$ cat src/hw/rtl/ppg_pkg.sv
`timescale 1ns / 1ps
// ----------------------------------------------------------------------------
// ppg_pkg: shared types and constants of the preamble peak packet gate
// Holds the register map, the configuration bundle, the request format
// that travels from the front end to the back end, and the state encodings.
// ----------------------------------------------------------------------------
package ppg_pkg;

    localparam int CORR_W    = 16;
    localparam int POWER_W   = 32;
    localparam int SMP_W     = 16;
    localparam int PLATEAU_W = 7;
    localparam int SPAN_W    = 12;
    localparam int PKT_W     = 32;
    localparam int KIND_W    = 2;

    // One stored hit: correlation, quadrature part, in-phase part.
    localparam int STORE_W = CORR_W + 2 * SMP_W;

    localparam int PREAMBLE_SAMPLES = 320 * 8 + 32 * 20;
    localparam int SPAN_OFFSET      = 31;

    localparam logic [CORR_W-1:0]    CORR_THR_RST  = 16'd52428;
    localparam logic [POWER_W-1:0]   POWER_THR_RST = 32'd1000;
    localparam logic [PLATEAU_W-1:0] PLATEAU_RST   = 7'd16;
    localparam logic [SPAN_W-1:0]    SPAN_RST      = SPAN_W'(PREAMBLE_SAMPLES - SPAN_OFFSET);

    localparam int APB_ADDR_W  = 4;
    localparam int APB_DATA_W  = 32;
    localparam int QUEUE_DEPTH = 4;

    typedef enum logic [1:0] {
        REG_CORR_THR  = 2'd0,
        REG_POWER_THR = 2'd1,
        REG_PLATEAU   = 2'd2,
        REG_SPAN      = 2'd3
    } reg_idx_t;

    typedef enum logic [KIND_W-1:0] {
        KIND_SAMPLE   = 2'd0,
        KIND_PREAMBLE = 2'd1,
        KIND_END      = 2'd2
    } kind_t;

    typedef enum logic [1:0] {
        MODE_SEARCH  = 2'd0,
        MODE_COPY    = 2'd1,
        MODE_PAYLOAD = 2'd2
    } mode_t;

    typedef enum logic {
        OP_EMIT   = 1'b0,
        OP_REPLAY = 1'b1
    } cmd_op_t;

    typedef enum logic {
        BK_IDLE   = 1'b0,
        BK_STREAM = 1'b1
    } back_state_t;

    typedef struct packed {
        logic [CORR_W-1:0]    corr_thr;
        logic [POWER_W-1:0]   power_thr;
        logic [PLATEAU_W-1:0] plateau;
        logic [SPAN_W-1:0]    span;
    } cfg_t;

    typedef struct packed {
        cmd_op_t            op;
        logic [CORR_W-1:0]  corr;
        logic [SMP_W-1:0]   smp_i;
        logic [SMP_W-1:0]   smp_q;
        kind_t              kind;
        logic [PKT_W-1:0]   pkt;
    } cmd_t;

endpackage

$ cat src/hw/rtl/ppg_ram.sv
`timescale 1ns / 1ps
// ----------------------------------------------------------------------------
// ppg_ram: generic simple dual-port RAM
// One write port and one read port with registered read data.
// ----------------------------------------------------------------------------
module ppg_ram #(
    parameter int WIDTH = 48,
    parameter int DEPTH = 64,
    parameter int AW    = (DEPTH > 1) ? $clog2(DEPTH) : 1
) (
    input  logic             aclk,
    input  logic             we,
    input  logic [AW-1:0]    waddr,
    input  logic [WIDTH-1:0] wdata,
    input  logic             re,
    input  logic [AW-1:0]    raddr,
    output logic [WIDTH-1:0] rdata
);

    logic [WIDTH-1:0] mem [DEPTH];
    logic [WIDTH-1:0] rdata_reg;

    always_ff @(posedge aclk) begin
        if (we) begin
            mem[waddr] <= wdata;
        end
        if (re) begin
            rdata_reg <= mem[raddr];
        end
    end

    assign rdata = rdata_reg;

endmodule

$ cat src/hw/rtl/ppg_fifo.sv
`timescale 1ns / 1ps
// ----------------------------------------------------------------------------
// ppg_fifo: request queue between front end and back end
// A short register-based first-in first-out queue.
// ----------------------------------------------------------------------------
module ppg_fifo #(
    parameter int WIDTH = 8,
    parameter int DEPTH = 4
) (
    input  logic             aclk,
    input  logic             aresetn,
    input  logic             push,
    input  logic [WIDTH-1:0] push_data,
    output logic             full,
    input  logic             pop,
    output logic             pop_valid,
    output logic [WIDTH-1:0] pop_data
);

    localparam int PW = (DEPTH > 1) ? $clog2(DEPTH) : 1;
    localparam int CW = $clog2(DEPTH + 1);

    logic [WIDTH-1:0] slot_reg [DEPTH];
    logic [PW-1:0]    wr_ptr_reg, wr_ptr_next;
    logic [PW-1:0]    rd_ptr_reg, rd_ptr_next;
    logic [CW-1:0]    count_reg, count_next;
    logic             do_push, do_pop;

    assign full      = (count_reg == CW'(DEPTH));
    assign pop_valid = (count_reg != '0);
    assign pop_data  = slot_reg[rd_ptr_reg];
    assign do_push   = push && !full;
    assign do_pop    = pop && pop_valid;

    always_comb begin
        wr_ptr_next = wr_ptr_reg;
        rd_ptr_next = rd_ptr_reg;
        count_next  = count_reg;
        if (do_push) begin
            wr_ptr_next = (wr_ptr_reg == PW'(DEPTH - 1)) ? '0 : wr_ptr_reg + 1'b1;
        end
        if (do_pop) begin
            rd_ptr_next = (rd_ptr_reg == PW'(DEPTH - 1)) ? '0 : rd_ptr_reg + 1'b1;
        end
        if (do_push && !do_pop) begin
            count_next = count_reg + 1'b1;
        end else if (do_pop && !do_push) begin
            count_next = count_reg - 1'b1;
        end
    end

    always_ff @(posedge aclk) begin
        if (!aresetn) begin
            wr_ptr_reg <= '0;
            rd_ptr_reg <= '0;
            count_reg  <= '0;
        end else begin
            wr_ptr_reg <= wr_ptr_next;
            rd_ptr_reg <= rd_ptr_next;
            count_reg  <= count_next;
        end
    end

    always_ff @(posedge aclk) begin
        if (do_push) begin
            slot_reg[wr_ptr_reg] <= push_data;
        end
    end

endmodule

$ cat src/hw/rtl/ppg_front.sv
`timescale 1ns / 1ps
// ----------------------------------------------------------------------------
// ppg_front: input side of the packet gate
// Accepts samples, runs the search, copy and payload modes, stores plateau
// hits and issues emit or replay requests to the back end.
// ----------------------------------------------------------------------------
module ppg_front #(
    parameter int STORE_DEPTH = 64,
    parameter int IDX_W       = (STORE_DEPTH > 1) ? $clog2(STORE_DEPTH) : 1
) (
    input  logic                        aclk,
    input  logic                        aresetn,
    input  ppg_pkg::cfg_t               cfg,
    input  logic                        s_valid,
    output logic                        s_ready,
    input  logic [ppg_pkg::CORR_W-1:0]  s_corr_in,
    input  logic [ppg_pkg::POWER_W-1:0] s_power_in,
    input  logic signed [ppg_pkg::SMP_W-1:0] s_in_i,
    input  logic signed [ppg_pkg::SMP_W-1:0] s_in_q,
    output logic                        push_valid,
    output ppg_pkg::cmd_t               push_cmd,
    output logic [IDX_W-1:0]            push_first,
    output logic [IDX_W-1:0]            push_last,
    input  logic                        q_full,
    output logic                        ram_we,
    output logic [IDX_W-1:0]            ram_waddr,
    output logic [ppg_pkg::STORE_W-1:0] ram_wdata,
    input  logic                        replay_done
);

    import ppg_pkg::*;

    localparam int CNT_W = $clog2(STORE_DEPTH + 1);
    localparam int EW    = (CNT_W > PLATEAU_W) ? CNT_W : PLATEAU_W;
    localparam int TW    = ((IDX_W > SPAN_W) ? IDX_W : SPAN_W) + 2;
    localparam int CC_W  = TW - 1;

    mode_t              mode_reg, mode_next;
    logic [CNT_W-1:0]   hit_count_reg, hit_count_next;
    logic               relaxed_reg, relaxed_next;
    logic [IDX_W-1:0]   peak_index_reg, peak_index_next;
    logic [CORR_W-1:0]  peak_value_reg, peak_value_next;
    logic [CC_W-1:0]    copy_count_reg, copy_count_next;
    logic [PKT_W-1:0]   packet_count_reg, packet_count_next;
    logic               busy_reg, busy_next;

    logic               accept;
    logic [CORR_W-1:0]  thr;
    logic               pwr_ok;
    logic               is_hit;
    logic               new_peak;
    logic [IDX_W-1:0]   peak_sel;
    logic [CNT_W-1:0]   hit_inc;
    logic [EW-1:0]      eff_plateau;
    logic               plateau_full;
    logic [TW-1:0]      tgt_search;
    logic [TW-1:0]      tgt_copy;
    logic [CC_W-1:0]    cc_inc;

    // Input stalls while a replay is outstanding, since the next search
    // would overwrite the store that the back end is still reading.
    assign s_ready   = !busy_reg && !q_full;
    assign accept    = s_valid && s_ready;
    assign ram_waddr = hit_count_reg[IDX_W-1:0];
    assign ram_wdata = {s_corr_in, s_in_q, s_in_i};

    always_comb begin
        if (cfg.plateau == '0) begin
            eff_plateau = EW'(1);
        end else if (EW'(cfg.plateau) > EW'(STORE_DEPTH)) begin
            eff_plateau = EW'(STORE_DEPTH);
        end else begin
            eff_plateau = EW'(cfg.plateau);
        end
    end

    always_comb begin
        thr          = relaxed_reg ? '0 : cfg.corr_thr;
        pwr_ok       = (s_power_in > cfg.power_thr);
        is_hit       = (s_corr_in > thr) && pwr_ok;
        new_peak     = (s_corr_in > peak_value_reg);
        peak_sel     = new_peak ? hit_count_reg[IDX_W-1:0] : peak_index_reg;
        hit_inc      = hit_count_reg + 1'b1;
        plateau_full = (EW'(hit_inc) >= eff_plateau);
        tgt_search   = TW'(cfg.span) + TW'(peak_sel) + TW'(1) - TW'(hit_inc);
        tgt_copy     = TW'(cfg.span) + TW'(peak_index_reg) + TW'(1) - TW'(hit_count_reg);
        cc_inc       = copy_count_reg + 1'b1;
    end

    always_comb begin
        mode_next         = mode_reg;
        hit_count_next    = hit_count_reg;
        relaxed_next      = relaxed_reg;
        peak_index_next   = peak_index_reg;
        peak_value_next   = peak_value_reg;
        copy_count_next   = copy_count_reg;
        packet_count_next = packet_count_reg;
        busy_next         = busy_reg;
        push_valid        = 1'b0;
        push_cmd          = '{op: OP_EMIT, corr: s_corr_in, smp_i: s_in_i, smp_q: s_in_q,
                              kind: KIND_SAMPLE, pkt: '0};
        push_first        = peak_sel;
        push_last         = hit_count_reg[IDX_W-1:0];
        ram_we            = 1'b0;

        if (busy_reg && replay_done) begin
            busy_next = 1'b0;
        end

        if (accept) begin
            unique case (mode_reg)
                MODE_SEARCH: begin
                    if (is_hit) begin
                        ram_we         = 1'b1;
                        relaxed_next   = 1'b1;
                        hit_count_next = hit_inc;
                        if (new_peak) begin
                            peak_value_next = s_corr_in;
                            peak_index_next = peak_sel;
                        end
                        if (plateau_full) begin
                            packet_count_next = packet_count_reg + 1'b1;
                            push_valid        = 1'b1;
                            push_cmd.op       = OP_REPLAY;
                            busy_next         = 1'b1;
                            relaxed_next      = 1'b0;
                            copy_count_next   = '0;
                            // A non-positive copy length skips straight to payload.
                            if (tgt_search[TW-1] || tgt_search == '0) begin
                                mode_next      = MODE_PAYLOAD;
                                hit_count_next = '0;
                            end else begin
                                mode_next = MODE_COPY;
                            end
                        end
                    end
                end
                MODE_COPY: begin
                    push_valid      = 1'b1;
                    copy_count_next = cc_inc;
                    if ($signed({1'b0, cc_inc}) >= $signed(tgt_copy)) begin
                        mode_next       = MODE_PAYLOAD;
                        copy_count_next = '0;
                        hit_count_next  = '0;
                    end
                end
                MODE_PAYLOAD: begin
                    push_valid    = 1'b1;
                    push_cmd.corr = '0;
                    if (!pwr_ok) begin
                        push_cmd.smp_i  = '0;
                        push_cmd.smp_q  = '0;
                        push_cmd.kind   = KIND_END;
                        push_cmd.pkt    = packet_count_reg;
                        mode_next       = MODE_SEARCH;
                        hit_count_next  = '0;
                        relaxed_next    = 1'b0;
                        peak_index_next = '0;
                        peak_value_next = '0;
                        copy_count_next = '0;
                    end
                end
                default: begin
                    mode_next = MODE_SEARCH;
                end
            endcase
        end
    end

    always_ff @(posedge aclk) begin
        if (!aresetn) begin
            mode_reg         <= MODE_SEARCH;
            hit_count_reg    <= '0;
            relaxed_reg      <= 1'b0;
            peak_index_reg   <= '0;
            peak_value_reg   <= '0;
            copy_count_reg   <= '0;
            packet_count_reg <= '0;
            busy_reg         <= 1'b0;
        end else begin
            mode_reg         <= mode_next;
            hit_count_reg    <= hit_count_next;
            relaxed_reg      <= relaxed_next;
            peak_index_reg   <= peak_index_next;
            peak_value_reg   <= peak_value_next;
            copy_count_reg   <= copy_count_next;
            packet_count_reg <= packet_count_next;
            busy_reg         <= busy_next;
        end
    end

endmodule

$ cat src/hw/rtl/ppg_back.sv
`timescale 1ns / 1ps
// ----------------------------------------------------------------------------
// ppg_back: output side of the packet gate
// Takes requests from the queue, passes emit requests to the output
// register and streams stored hits out of the RAM for a replay request.
// ----------------------------------------------------------------------------
module ppg_back #(
    parameter int STORE_DEPTH = 64,
    parameter int IDX_W       = (STORE_DEPTH > 1) ? $clog2(STORE_DEPTH) : 1
) (
    input  logic                        aclk,
    input  logic                        aresetn,
    input  logic                        q_valid,
    input  ppg_pkg::cmd_t               q_cmd,
    input  logic [IDX_W-1:0]            q_first,
    input  logic [IDX_W-1:0]            q_last,
    output logic                        q_pop,
    output logic                        ram_re,
    output logic [IDX_W-1:0]            ram_raddr,
    input  logic [ppg_pkg::STORE_W-1:0] ram_rdata,
    output logic                        replay_done,
    output logic                        m_valid,
    input  logic                        m_ready,
    output logic [ppg_pkg::CORR_W-1:0]  m_corr_out,
    output logic signed [ppg_pkg::SMP_W-1:0] m_out_i,
    output logic signed [ppg_pkg::SMP_W-1:0] m_out_q,
    output logic [ppg_pkg::KIND_W-1:0]  m_kind,
    output logic [ppg_pkg::PKT_W-1:0]   m_packet_number,
    output logic                        m_last
);

    import ppg_pkg::*;

    back_state_t        state_reg, state_next;
    logic [IDX_W-1:0]   ptr_reg, ptr_next;
    logic [IDX_W-1:0]   end_reg, end_next;
    logic               first_reg, first_next;
    logic               m_valid_reg, m_valid_next;

    logic [CORR_W-1:0]  corr_reg, corr_next;
    logic [SMP_W-1:0]   i_reg, i_next;
    logic [SMP_W-1:0]   q_reg, q_next;
    kind_t              kind_reg, kind_next;
    logic [PKT_W-1:0]   pkt_reg, pkt_next;
    logic               last_reg, last_next;

    logic               out_free;
    logic               load;

    assign out_free = !m_valid_reg || m_ready;

    always_comb begin
        state_next   = state_reg;
        ptr_next     = ptr_reg;
        end_next     = end_reg;
        first_next   = first_reg;
        m_valid_next = m_valid_reg && !m_ready;
        load         = 1'b0;
        corr_next    = corr_reg;
        i_next       = i_reg;
        q_next       = q_reg;
        kind_next    = kind_reg;
        pkt_next     = pkt_reg;
        last_next    = last_reg;
        q_pop        = 1'b0;
        ram_re       = 1'b0;
        ram_raddr    = ptr_reg + 1'b1;
        replay_done  = 1'b0;

        unique case (state_reg)
            BK_IDLE: begin
                if (q_valid) begin
                    if (q_cmd.op == OP_REPLAY) begin
                        q_pop      = 1'b1;
                        ram_re     = 1'b1;
                        ram_raddr  = q_first;
                        ptr_next   = q_first;
                        end_next   = q_last;
                        first_next = 1'b1;
                        state_next = BK_STREAM;
                    end else if (out_free) begin
                        q_pop     = 1'b1;
                        load      = 1'b1;
                        corr_next = q_cmd.corr;
                        i_next    = q_cmd.smp_i;
                        q_next    = q_cmd.smp_q;
                        kind_next = q_cmd.kind;
                        pkt_next  = q_cmd.pkt;
                        last_next = 1'b1;
                    end
                end
            end
            BK_STREAM: begin
                // The read data register holds its entry until the output frees up.
                if (out_free) begin
                    load       = 1'b1;
                    corr_next  = ram_rdata[STORE_W-1 -: CORR_W];
                    q_next     = ram_rdata[2*SMP_W-1 -: SMP_W];
                    i_next     = ram_rdata[SMP_W-1:0];
                    kind_next  = first_reg ? KIND_PREAMBLE : KIND_SAMPLE;
                    pkt_next   = '0;
                    last_next  = (ptr_reg == end_reg);
                    first_next = 1'b0;
                    if (ptr_reg == end_reg) begin
                        replay_done = 1'b1;
                        state_next  = BK_IDLE;
                    end else begin
                        ptr_next = ptr_reg + 1'b1;
                        ram_re   = 1'b1;
                    end
                end
            end
        endcase

        if (load) begin
            m_valid_next = 1'b1;
        end
    end

    always_ff @(posedge aclk) begin
        if (!aresetn) begin
            state_reg   <= BK_IDLE;
            first_reg   <= 1'b0;
            m_valid_reg <= 1'b0;
        end else begin
            state_reg   <= state_next;
            first_reg   <= first_next;
            m_valid_reg <= m_valid_next;
        end
    end

    always_ff @(posedge aclk) begin
        ptr_reg  <= ptr_next;
        end_reg  <= end_next;
        corr_reg <= corr_next;
        i_reg    <= i_next;
        q_reg    <= q_next;
        kind_reg <= kind_next;
        pkt_reg  <= pkt_next;
        last_reg <= last_next;
    end

    assign m_valid         = m_valid_reg;
    assign m_corr_out      = corr_reg;
    assign m_out_i         = i_reg;
    assign m_out_q         = q_reg;
    assign m_kind          = kind_reg;
    assign m_packet_number = pkt_reg;
    assign m_last          = last_reg;

endmodule

$ cat src/hw/rtl/preamble_peak_packet_gate_top.sv
`timescale 1ns / 1ps
// ----------------------------------------------------------------------------
// preamble_peak_packet_gate_top: packet gate for a baseband receiver
// Finds the correlation peak of a preamble plateau, replays the stored
// samples from the peak, copies the rest of the preamble and gates payload.
// ----------------------------------------------------------------------------
// Usage:
// Samples enter on the s_ channel (correlation, power, I and Q) and results
// leave on the m_ channel, both with valid/ready handshakes. Each input
// request causes zero or more results; m_last marks the final one of a
// request. The APB port sets thresholds, plateau length and preamble span
// and should only be written while no request is in flight.
// A sample that produces one result passes through the request queue and the
// output register to the m_ channel; one sample per cycle is sustained while
// the queue has room and no replay is outstanding. When a plateau completes,
// the front end queues a replay and stops accepting input until the back end
// has streamed all stored hits from the peak on: the request passes the queue,
// the first hit is read from the RAM, then results follow at one per cycle
// while the receiver is ready. A four-entry request queue separates the front
// end from the output register, so a stalled receiver first fills the queue
// and then holds s_ready low. Synchronous reset returns to search with the
// register defaults; the hit store needs no clearing.
// ----------------------------------------------------------------------------
module preamble_peak_packet_gate_top #(
    parameter int STORE_DEPTH = 64
) (
    input  logic                              aclk,
    input  logic                              aresetn,
    input  logic                              psel,
    input  logic                              penable,
    input  logic                              pwrite,
    input  logic [ppg_pkg::APB_ADDR_W-1:0]    paddr,
    input  logic [ppg_pkg::APB_DATA_W-1:0]    pwdata,
    output logic [ppg_pkg::APB_DATA_W-1:0]    prdata,
    output logic                              pready,
    input  logic                              s_valid,
    output logic                              s_ready,
    input  logic [ppg_pkg::CORR_W-1:0]        s_corr_in,
    input  logic [ppg_pkg::POWER_W-1:0]       s_power_in,
    input  logic signed [ppg_pkg::SMP_W-1:0]  s_in_i,
    input  logic signed [ppg_pkg::SMP_W-1:0]  s_in_q,
    output logic                              m_valid,
    input  logic                              m_ready,
    output logic [ppg_pkg::CORR_W-1:0]        m_corr_out,
    output logic signed [ppg_pkg::SMP_W-1:0]  m_out_i,
    output logic signed [ppg_pkg::SMP_W-1:0]  m_out_q,
    output logic [ppg_pkg::KIND_W-1:0]        m_kind,
    output logic [ppg_pkg::PKT_W-1:0]         m_packet_number,
    output logic                              m_last
);

    import ppg_pkg::*;

    localparam int IDX_W = (STORE_DEPTH > 1) ? $clog2(STORE_DEPTH) : 1;
    localparam int Q_W   = $bits(cmd_t) + 2 * IDX_W;

    logic [CORR_W-1:0]    corr_thr_reg;
    logic [POWER_W-1:0]   power_thr_reg;
    logic [PLATEAU_W-1:0] plateau_reg;
    logic [SPAN_W-1:0]    span_reg;
    cfg_t                 cfg;
    reg_idx_t             reg_idx;
    logic                 cfg_wr;

    logic                 push_valid;
    cmd_t                 push_cmd;
    logic [IDX_W-1:0]     push_first;
    logic [IDX_W-1:0]     push_last;
    logic                 q_full;
    logic                 q_valid;
    logic                 q_pop;
    logic [Q_W-1:0]       q_data;
    cmd_t                 q_cmd;
    logic [IDX_W-1:0]     q_first;
    logic [IDX_W-1:0]     q_last;

    logic                 ram_we;
    logic [IDX_W-1:0]     ram_waddr;
    logic [STORE_W-1:0]   ram_wdata;
    logic                 ram_re;
    logic [IDX_W-1:0]     ram_raddr;
    logic [STORE_W-1:0]   ram_rdata;
    logic                 replay_done;

    // Register file
    assign pready  = 1'b1;
    assign reg_idx = reg_idx_t'(paddr[APB_ADDR_W-1:2]);
    assign cfg_wr  = psel && penable && pwrite;

    always_ff @(posedge aclk) begin
        if (!aresetn) begin
            corr_thr_reg  <= CORR_THR_RST;
            power_thr_reg <= POWER_THR_RST;
            plateau_reg   <= PLATEAU_RST;
            span_reg      <= SPAN_RST;
        end else if (cfg_wr) begin
            unique case (reg_idx)
                REG_CORR_THR:  corr_thr_reg  <= pwdata[CORR_W-1:0];
                REG_POWER_THR: power_thr_reg <= pwdata[POWER_W-1:0];
                REG_PLATEAU:   plateau_reg   <= pwdata[PLATEAU_W-1:0];
                REG_SPAN:      span_reg      <= pwdata[SPAN_W-1:0];
            endcase
        end
    end

    always_comb begin
        unique case (reg_idx)
            REG_CORR_THR:  prdata = APB_DATA_W'(corr_thr_reg);
            REG_POWER_THR: prdata = APB_DATA_W'(power_thr_reg);
            REG_PLATEAU:   prdata = APB_DATA_W'(plateau_reg);
            REG_SPAN:      prdata = APB_DATA_W'(span_reg);
        endcase
    end

    assign cfg = '{corr_thr: corr_thr_reg, power_thr: power_thr_reg,
                   plateau: plateau_reg, span: span_reg};

    ppg_front #(
        .STORE_DEPTH (STORE_DEPTH),
        .IDX_W       (IDX_W)
    ) u_front (
        .aclk        (aclk),
        .aresetn     (aresetn),
        .cfg         (cfg),
        .s_valid     (s_valid),
        .s_ready     (s_ready),
        .s_corr_in   (s_corr_in),
        .s_power_in  (s_power_in),
        .s_in_i      (s_in_i),
        .s_in_q      (s_in_q),
        .push_valid  (push_valid),
        .push_cmd    (push_cmd),
        .push_first  (push_first),
        .push_last   (push_last),
        .q_full      (q_full),
        .ram_we      (ram_we),
        .ram_waddr   (ram_waddr),
        .ram_wdata   (ram_wdata),
        .replay_done (replay_done)
    );

    ppg_fifo #(
        .WIDTH (Q_W),
        .DEPTH (QUEUE_DEPTH)
    ) u_queue (
        .aclk      (aclk),
        .aresetn   (aresetn),
        .push      (push_valid),
        .push_data ({push_cmd, push_first, push_last}),
        .full      (q_full),
        .pop       (q_pop),
        .pop_valid (q_valid),
        .pop_data  (q_data)
    );

    assign q_cmd   = cmd_t'(q_data[Q_W-1 -: $bits(cmd_t)]);
    assign q_first = q_data[2*IDX_W-1 -: IDX_W];
    assign q_last  = q_data[IDX_W-1:0];

    ppg_ram #(
        .WIDTH (STORE_W),
        .DEPTH (STORE_DEPTH),
        .AW    (IDX_W)
    ) u_store (
        .aclk  (aclk),
        .we    (ram_we),
        .waddr (ram_waddr),
        .wdata (ram_wdata),
        .re    (ram_re),
        .raddr (ram_raddr),
        .rdata (ram_rdata)
    );

    ppg_back #(
        .STORE_DEPTH (STORE_DEPTH),
        .IDX_W       (IDX_W)
    ) u_back (
        .aclk            (aclk),
        .aresetn         (aresetn),
        .q_valid         (q_valid),
        .q_cmd           (q_cmd),
        .q_first         (q_first),
        .q_last          (q_last),
        .q_pop           (q_pop),
        .ram_re          (ram_re),
        .ram_raddr       (ram_raddr),
        .ram_rdata       (ram_rdata),
        .replay_done     (replay_done),
        .m_valid         (m_valid),
        .m_ready         (m_ready),
        .m_corr_out      (m_corr_out),
        .m_out_i         (m_out_i),
        .m_out_q         (m_out_q),
        .m_kind          (m_kind),
        .m_packet_number (m_packet_number),
        .m_last          (m_last)
    );

endmodule
$ cat config.mk
export PLATFORM = sky130hd
export DESIGN_NAME = preamble_peak_packet_gate_top
export DESIGN_NICKNAME = d
export VERILOG_FILES = /design/src/hw/rtl/ppg_pkg.sv /design/src/hw/rtl/ppg_ram.sv /design/src/hw/rtl/ppg_fifo.sv /design/src/hw/rtl/ppg_front.sv /design/src/hw/rtl/ppg_back.sv /design/src/hw/rtl/preamble_peak_packet_gate_top.sv
export SDC_FILE = /design/constraint.sdc
export NUM_CORES = 2
export LEC_CHECK = 0
export BUFFER_PORTS_ARGS = -buffer_cell sky130_fd_sc_hd__buf_2
export CAP_MARGIN = 20
export CORE_MARGIN = 4
export CORE_UTILIZATION = 55
export CTS_CLUSTER_SIZE = 30
export DETAILED_ROUTE_END_ITERATION = 16
export PLACE_DENSITY = 0.74
export SYNTH_ARGS = -nofsm -noshare
export SYNTH_HDL_FRONTEND = slang
export SYNTH_SLANG_ARGS = --single-unit
$ cat constraint.sdc
create_clock -name aclk -period 6.7 [get_ports aclk]
set_input_delay 0 -clock aclk [delete_from_list [all_inputs] [get_ports aclk]]
set_output_delay 0 -clock aclk [all_outputs]
set_load 0.02 [all_outputs]
Word-level counts from Yosys, hierarchy flattened
Memory sizes are Yosys's and may differ from the RTL's. A register that Yosys moved wholly into a read port is not among the register bits.
Index checks and enable logic that the tools add are counted.
W data, S select, Z words.
{"block": "totals", "ff_bits": 250, "word_cells": 232, "out_inout_bits": 118, "n_memories": 2, "in_bits": 123, "ramBits": 3452}
{"name": "u_store.mem", "words": 64, "width": 48, "read_ports": 1, "rd_clocked_by_memory_dff": 1, "wr": 1, "line_no": "ppg_ram.sv:20", "rtl": "logic [WIDTH-1:0] mem [DEPTH];"}
{"name": "u_queue.slot_reg", "words": 4, "width": 95, "read_ports": 1, "rd_clocked_by_memory_dff": 1, "wr": 1, "line_no": "ppg_fifo.sv:23", "rtl": "logic [WIDTH-1:0] slot_reg [DEPTH];"}
{"block": "op_classes", "n_addsub": 14, "n_lt_le_gt_ge": 6, "mux": 121, "n_eq_ne": 20, "bitwise_logic": 1, "n_reduce_logical": 42}
{"cell": "$mux W16", "count": 16}
{"cell": "$mux W32", "count": 4}
{"cell": "$pmux W16 S2", "count": 4}
{"cell": "$pmux W32 S4", "count": 1}
{"cell": "$mux W83", "count": 1}
{"cell": "$mux W82", "count": 1}
{"cell": "$mux W6", "count": 11}
{"cell": "$mux W66", "count": 1}
{"cell": "$pmux W32 S2", "count": 1}
{"cell": "$mux W13", "count": 4}
{"cell": "$mux W7", "count": 7}
{"cell": "$mux W1", "count": 42}
{"cell": "$pmux W13 S3", "count": 1}
{"cell": "$add A32 B1 Y32 const B", "count": 1}
{"cell": "$gt A16 B16 Y1", "count": 2}
{"cell": "$gt A32 B32 Y1", "count": 1}
{"cell": "$add A14 B1 Y14 const B", "count": 2}
{"cell": "$sub A14 B7 Y14", "count": 2}
{"cell": "$add A12 B6 Y13", "count": 2}
{"cell": "$mux W2", "count": 13}
{"cell": "$pmux W6 S2", "count": 2}
{"cell": "$pmux W7 S3", "count": 1}
{"cell": "$reduce_and A5 Y1", "count": 4}
{"cell": "$reduce_and A4 Y1", "count": 4}
{"cell": "other kinds (31)", "count": 76}

Logic depth before layout (Yosys ltp)
{"block": "logic_depth", "depth_word": 13, "mapped_depth": 30, "mapped_depth_nobuf": 29}

Cells and area by module
From an unflattened synthesis, not the netlist that was laid out.
{"block": "unflattened", "cells_unflattened": 7525, "area_unflattened_um2": 148642.6}
{"module": "ppg_ram", "n_inst": 1, "area_per_inst_um2": 118671.3, "cells_each": 5247, "seq_area_each_um2": 93689.9}
{"module": "ppg_fifo", "n_inst": 1, "area_per_inst_um2": 14227.4, "cells_each": 548, "seq_area_each_um2": 11591.1}
{"module": "ppg_front", "n_inst": 1, "area_per_inst_um2": 8546.9, "cells_each": 1145, "seq_area_each_um2": 1561.5}
{"module": "ppg_back", "n_inst": 1, "area_per_inst_um2": 4119.0, "cells_each": 254, "seq_area_each_um2": 2912.8}
{"module": "preamble_peak_packet_gate_top", "n_inst": 1, "area_per_inst_um2": 3078.0, "cells_each": 331, "seq_area_each_um2": 1341.3}

Worst setup path after synthesis
Ideal clock, no wire load.
{"block": "synth_timing", "kind": "flip-flop to flip-flop", "start": "reg u_front.peak_value_reg[14]", "end": "reg u_front.hit_count_reg[1]", "stages_incl_launch_ff": 30, "arrival_time_ns": 6.399, "synth_period_minus_slack_ns": 6.531, "setup_ns": 0.132, "setup_slack_ns": 0.169, "required_time_ns": 6.568, "n_path_buf": 1, "path_cell_list": "dfxtp_1 -> inv_1 -> ha_1 -> nand4_1 -> or2_2 -> or4_1 -> nor2b_1 -> a22oi_1 -> clkbuf_1 -> nand2_1 -> o21ai_0 -> ha_1 -> inv_1 -> fa_1 -> nand3b_2 -> a21oi_1 -> nand2b_1 -> xnor2_1 -> ha_1 -> ha_1 -> and3_1 -> a31oi_1 -> a21boi_0 -> o221ai_1 -> or2_1 -> a2111o_1 -> a311oi_1 -> o21a_1 -> or4b_1 -> a21oi_1"}
{"block": "synth_between", "elab_chain_cells": 11}
{"element": "start, declared", "line_no": "ppg_front.sv:42", "rtl": "logic [CORR_W-1:0] peak_value_reg, peak_value_next;"}
{"element": "start signal, assigned", "line_no": "ppg_front.sv:185", "rtl": "peak_value_reg <= peak_value_next;"}
{"element": "$gt A16 B16 Y1 (*)", "line_no": "ppg_front.sv:81", "rtl": "new_peak = (s_corr_in > peak_value_reg);"}
{"element": "$mux W6 (*)", "line_no": "ppg_front.sv:82", "rtl": "peak_sel = new_peak ? hit_count_reg[IDX_W-1:0] : peak_index_reg;"}
{"element": "named net push_first[0]", "line_no": "preamble_peak_packet_gate_top.sv:67", "rtl": "logic [IDX_W-1:0] push_first;"}
{"element": "$add A12 B6 Y13 (*)", "line_no": "ppg_front.sv:85", "rtl": "tgt_search = TW'(cfg.span) + TW'(peak_sel) + TW'(1) - TW'(hit_inc);"}
{"element": "$add A14 B1 Y14 (*)", "line_no": "ppg_front.sv:85"}
{"element": "$sub A14 B7 Y14 (*)", "line_no": "ppg_front.sv:85"}
{"element": "$logic_not A14 Y1", "line_no": "ppg_front.sv:129", "rtl": "if (tgt_search[TW-1] || tgt_search == '0) begin"}
{"element": "$logic_or A1 B1 Y1 (*)", "line_no": "ppg_front.sv:129"}
{"element": "$mux W7 (*)", "line_no": "ppg_front.sv:129"}
{"element": "$mux W7 (*)", "line_no": "ppg_front.sv:121", "rtl": "if (plateau_full) begin"}
{"element": "$mux W7 (*)", "line_no": "ppg_front.sv:113", "rtl": "if (is_hit) begin"}
{"element": "$pmux W7 S3 (*)", "line_no": "ppg_front.sv:111", "rtl": "unique case (mode_reg)"}
{"element": "end signal, assigned", "line_no": "ppg_front.sv:182", "rtl": "hit_count_reg <= hit_count_next;"}
{"element": "end, declared", "line_no": "ppg_front.sv:39", "rtl": "logic [CNT_W-1:0] hit_count_reg, hit_count_next;"}
The timed path passes the listed nets; every way through them passes the cells marked *. The select of a mux whose other input is x is not followed.
A chain may end at the register's enable or synchronous reset.

Worst setup path in the final report
{"block": "layout_timing", "start": "reg u_front.peak_value_reg[9]", "end": "reg u_front.hit_count_reg[1]"}
The elaborated chain is that of the path after synthesis.

==> metrics.cfg <==
[route]
dr_total_vias=77000
vias_per_cell=6.47
dr.pass1.iters=6
first_iter_violations=9173
ant_nets=0
post-route-drc-count=0
routedWlPerCell_um=31.3
totalWireLength_um=372000

[synthesis]
ys_async_sr_fraction_pct=0
synth.avg_cell_area_sq_um=20.5
ys_types=93
synth-main-ff-cell=edfxtp_1
synth_area_sq_mm=0.149
ys_seq_area_share_pct=74.4
synth-edff-count=3591
synth-seq-cells=3748
syn_nets=7568
synth_cells=7293
yosysWarningCount=0

[die]
core_sq_mm=0.269
dieWidth_um=529
die_h_um=529
initial_core_util_pct=55.5
die_area_sq_mm=0.280
core.rowCount=190
ioPinCount=241

[grt]
grt_pass1_wl_um=541000
met2_usage_pct=42.6
grt_pass1_vias=77700
antenna_found_initial=16
track_usage_pct=26.7
grt_max_degree=128
overflow=0
grt_most_used_layer=met2
grtUsageMet3_pct=5.47
use_met1_pct=37.2

[placement]
dp_slack_ns=-0.785
gp_congestion=0.847
dp_hpwl_um=205000
io_buffer_count=237

[critical_path]
cp_slowest_stage_delay_ns=0.46
crit_type=register to register
cp.arrival_ns=7.51
crit_fanout=7
critical_path.slowest_cell=or4b_1
required_ns=7.58
end_kind=register
startpoint_type=register

[clock_network]
clockBufferDepth=4
htreeDepth=5
tritoncts=yes
numClockSinks=3748
clk_pin_slew_worst_paths_ns=0.06
clock-root-buffer=clkbuf_16
cts_buffers=379
clkLatencyLatePin_ns=0.96

[sta]
period_share_pct=98.9
min_period_ns=6.62
finalSetupViolations=0
hold_viol_final=0
slew_viol_final=0
rsz0062_at_grt=true
layout_setup_ws_ns=0.0751
worst_pin_slew_ns=1.17
fin_skew_ns=0.0698
hold_ws_ns=0.0511
fmax_mhz=151
maxSlewHeadroom_pct=22.1

[finish]
final_common_cell=edfxtp_1
num-nets-final=8327
drive_above_1_share_pct=25.7
final_cell_mix=edfxtp_1 (3,591), mux4_2 (869), mux2i_1 (743)
synthToLayoutAreaGrowth_pct=14.8
largest_reg_flops=3072

[status]
run_status=finished, final reports clean

[power_and_ir_drop]
p_leak_nw=57.2
powerDensity_mw_per_mm2=439
peakVddDrop_mv=0.650

[worst_hold_path]
hp-class=input pin to register

[run]
maxCapViolCount=0

## per-layer routing
metal	share of wire (%)	wire length (um)	vias to the layer above
li1	-	-	31300
met1	38	142000	40400
met2	48	180000	4373
met3	9.9	37000	830
met4	3.6	13300	10
met5	0.016	61	-
## worst paths after layout
path                                                from                                     to  slack [ns]  depth (start not counted)
hold reg to reg            u_back.first_reg$_SDFFE_PN0P_          u_back.first_reg$_SDFFE_PN0P_        0.45                          2
setup reg to reg  u_front.peak_value_reg[9]$_SDFFE_PN0P_  u_front.hit_count_reg[1]$_SDFFE_PN0P_        0.08                         32
setup / recovery  u_front.peak_value_reg[9]$_SDFFE_PN0P_  u_front.hit_count_reg[1]$_SDFFE_PN0P_        0.08                         32
hold / removal                                 s_in_q[6]          u_store.mem[30][22]$_DFFE_PP_        0.05                          2
## stage by stage
step / setup TNS (ns) / total power [mW] / cell area, sq um / utilization (%) / std cells
2_1_floorplan: 0 / 47.0 / 149000 / - / 7293
3_3_place_gp: -5.10 / 54.7 / 157000 / 58.3 / 11000
3_5_place_dp: -6.23 / 55.2 / 157000 / 58.4 / 11000
4_1_cts: 0 / 75.7 / 171000 / 63.5 / 11900
5_1_grt: -0.632 / 78.3 / 171000 / 63.7 / 11900
6_report: 0 / 75.3 / 171000 / 63.7 / 11900
## kinds of logic (layout without fill, tap and decap cells)
family	count (synthesis)	after routing	share of synthesized area, %
buffers and inverters	463	1516	1.36
AND/OR/NAND/NOR	881	881	2.85
flip-flops	3748	3748	74.4
adder cells (fa/ha/maj)	152	152	1.30
other	1	9	0.00251
multiplexers	1618	1618	18.1
AO/OA/AOI/OAI	351	351	1.51
XOR/XNOR	79	79	0.476
## where the power goes
part / internal [mW] / switching (mW)
logic: 12.6 / 15.4
clock network: 11.9 / 8.53
registers: 26.6 / 0.255
total: 51.2 / 24.1
## synth_stat cells, types with 20 or more instances
master / n / share of area [%]
nor3_1: 20 / 0.067
nand4_1: 26 / 0.11
clkbuf_1: 165 / 0.41
buf_1: 80 / 0.20
buf_2: 48 / 0.16
a21o_1: 29 / 0.15
nand2b_1: 23 / 0.096
buf_4: 57 / 0.29
a21oi_1: 130 / 0.44
and2_1: 104 / 0.44
edfxtp_1: 3591 / 72
xor2_1: 46 / 0.27
dfxtp_1: 157 / 2.1
nor2_1: 173 / 0.44
ha_1: 147 / 1.2
xnor2_1: 32 / 0.19
nand3_1: 75 / 0.25
mux4_2: 869 / 13
mux2i_1: 745 / 5.0
nor2b_1: 45 / 0.19
nand2_1: 331 / 0.83
o21ai_0: 81 / 0.27
inv_1: 106 / 0.27
## repair_timing
action | CTS | global route
pin swaps | 23 | 41
hold buffers | 160 | 4
setup endpoints to repair | 9 | 9
resized for setup | 39 | 44
endpoints found under the hold margin | 3393 | 20
setup buffers | 5 | 9
## critical path: cells and delay by family (launching register included)
family,cells,cell delay (ns)
fa+ha+maj,4,1.04
xor+xnor,1,0.09
simple gates,1,0.46
buf+inv,7,0.94
flops,1,0.33
compound gates,18,3.45
mux,1,0.25
## final cells by class
type	count	area, sq um
Sequential cell	3748	111000
Fill cell	17500	97700
Multi-Input combinational cell	3082	37300
Clock buffer	480	10100
Timing Repair Buffer	733	6310
Tap cell	3552	4440
Clock inverter	195	1840
Inverter	108	409
Antenna cell	8	20.0
(Power assumes the default switching activity.)
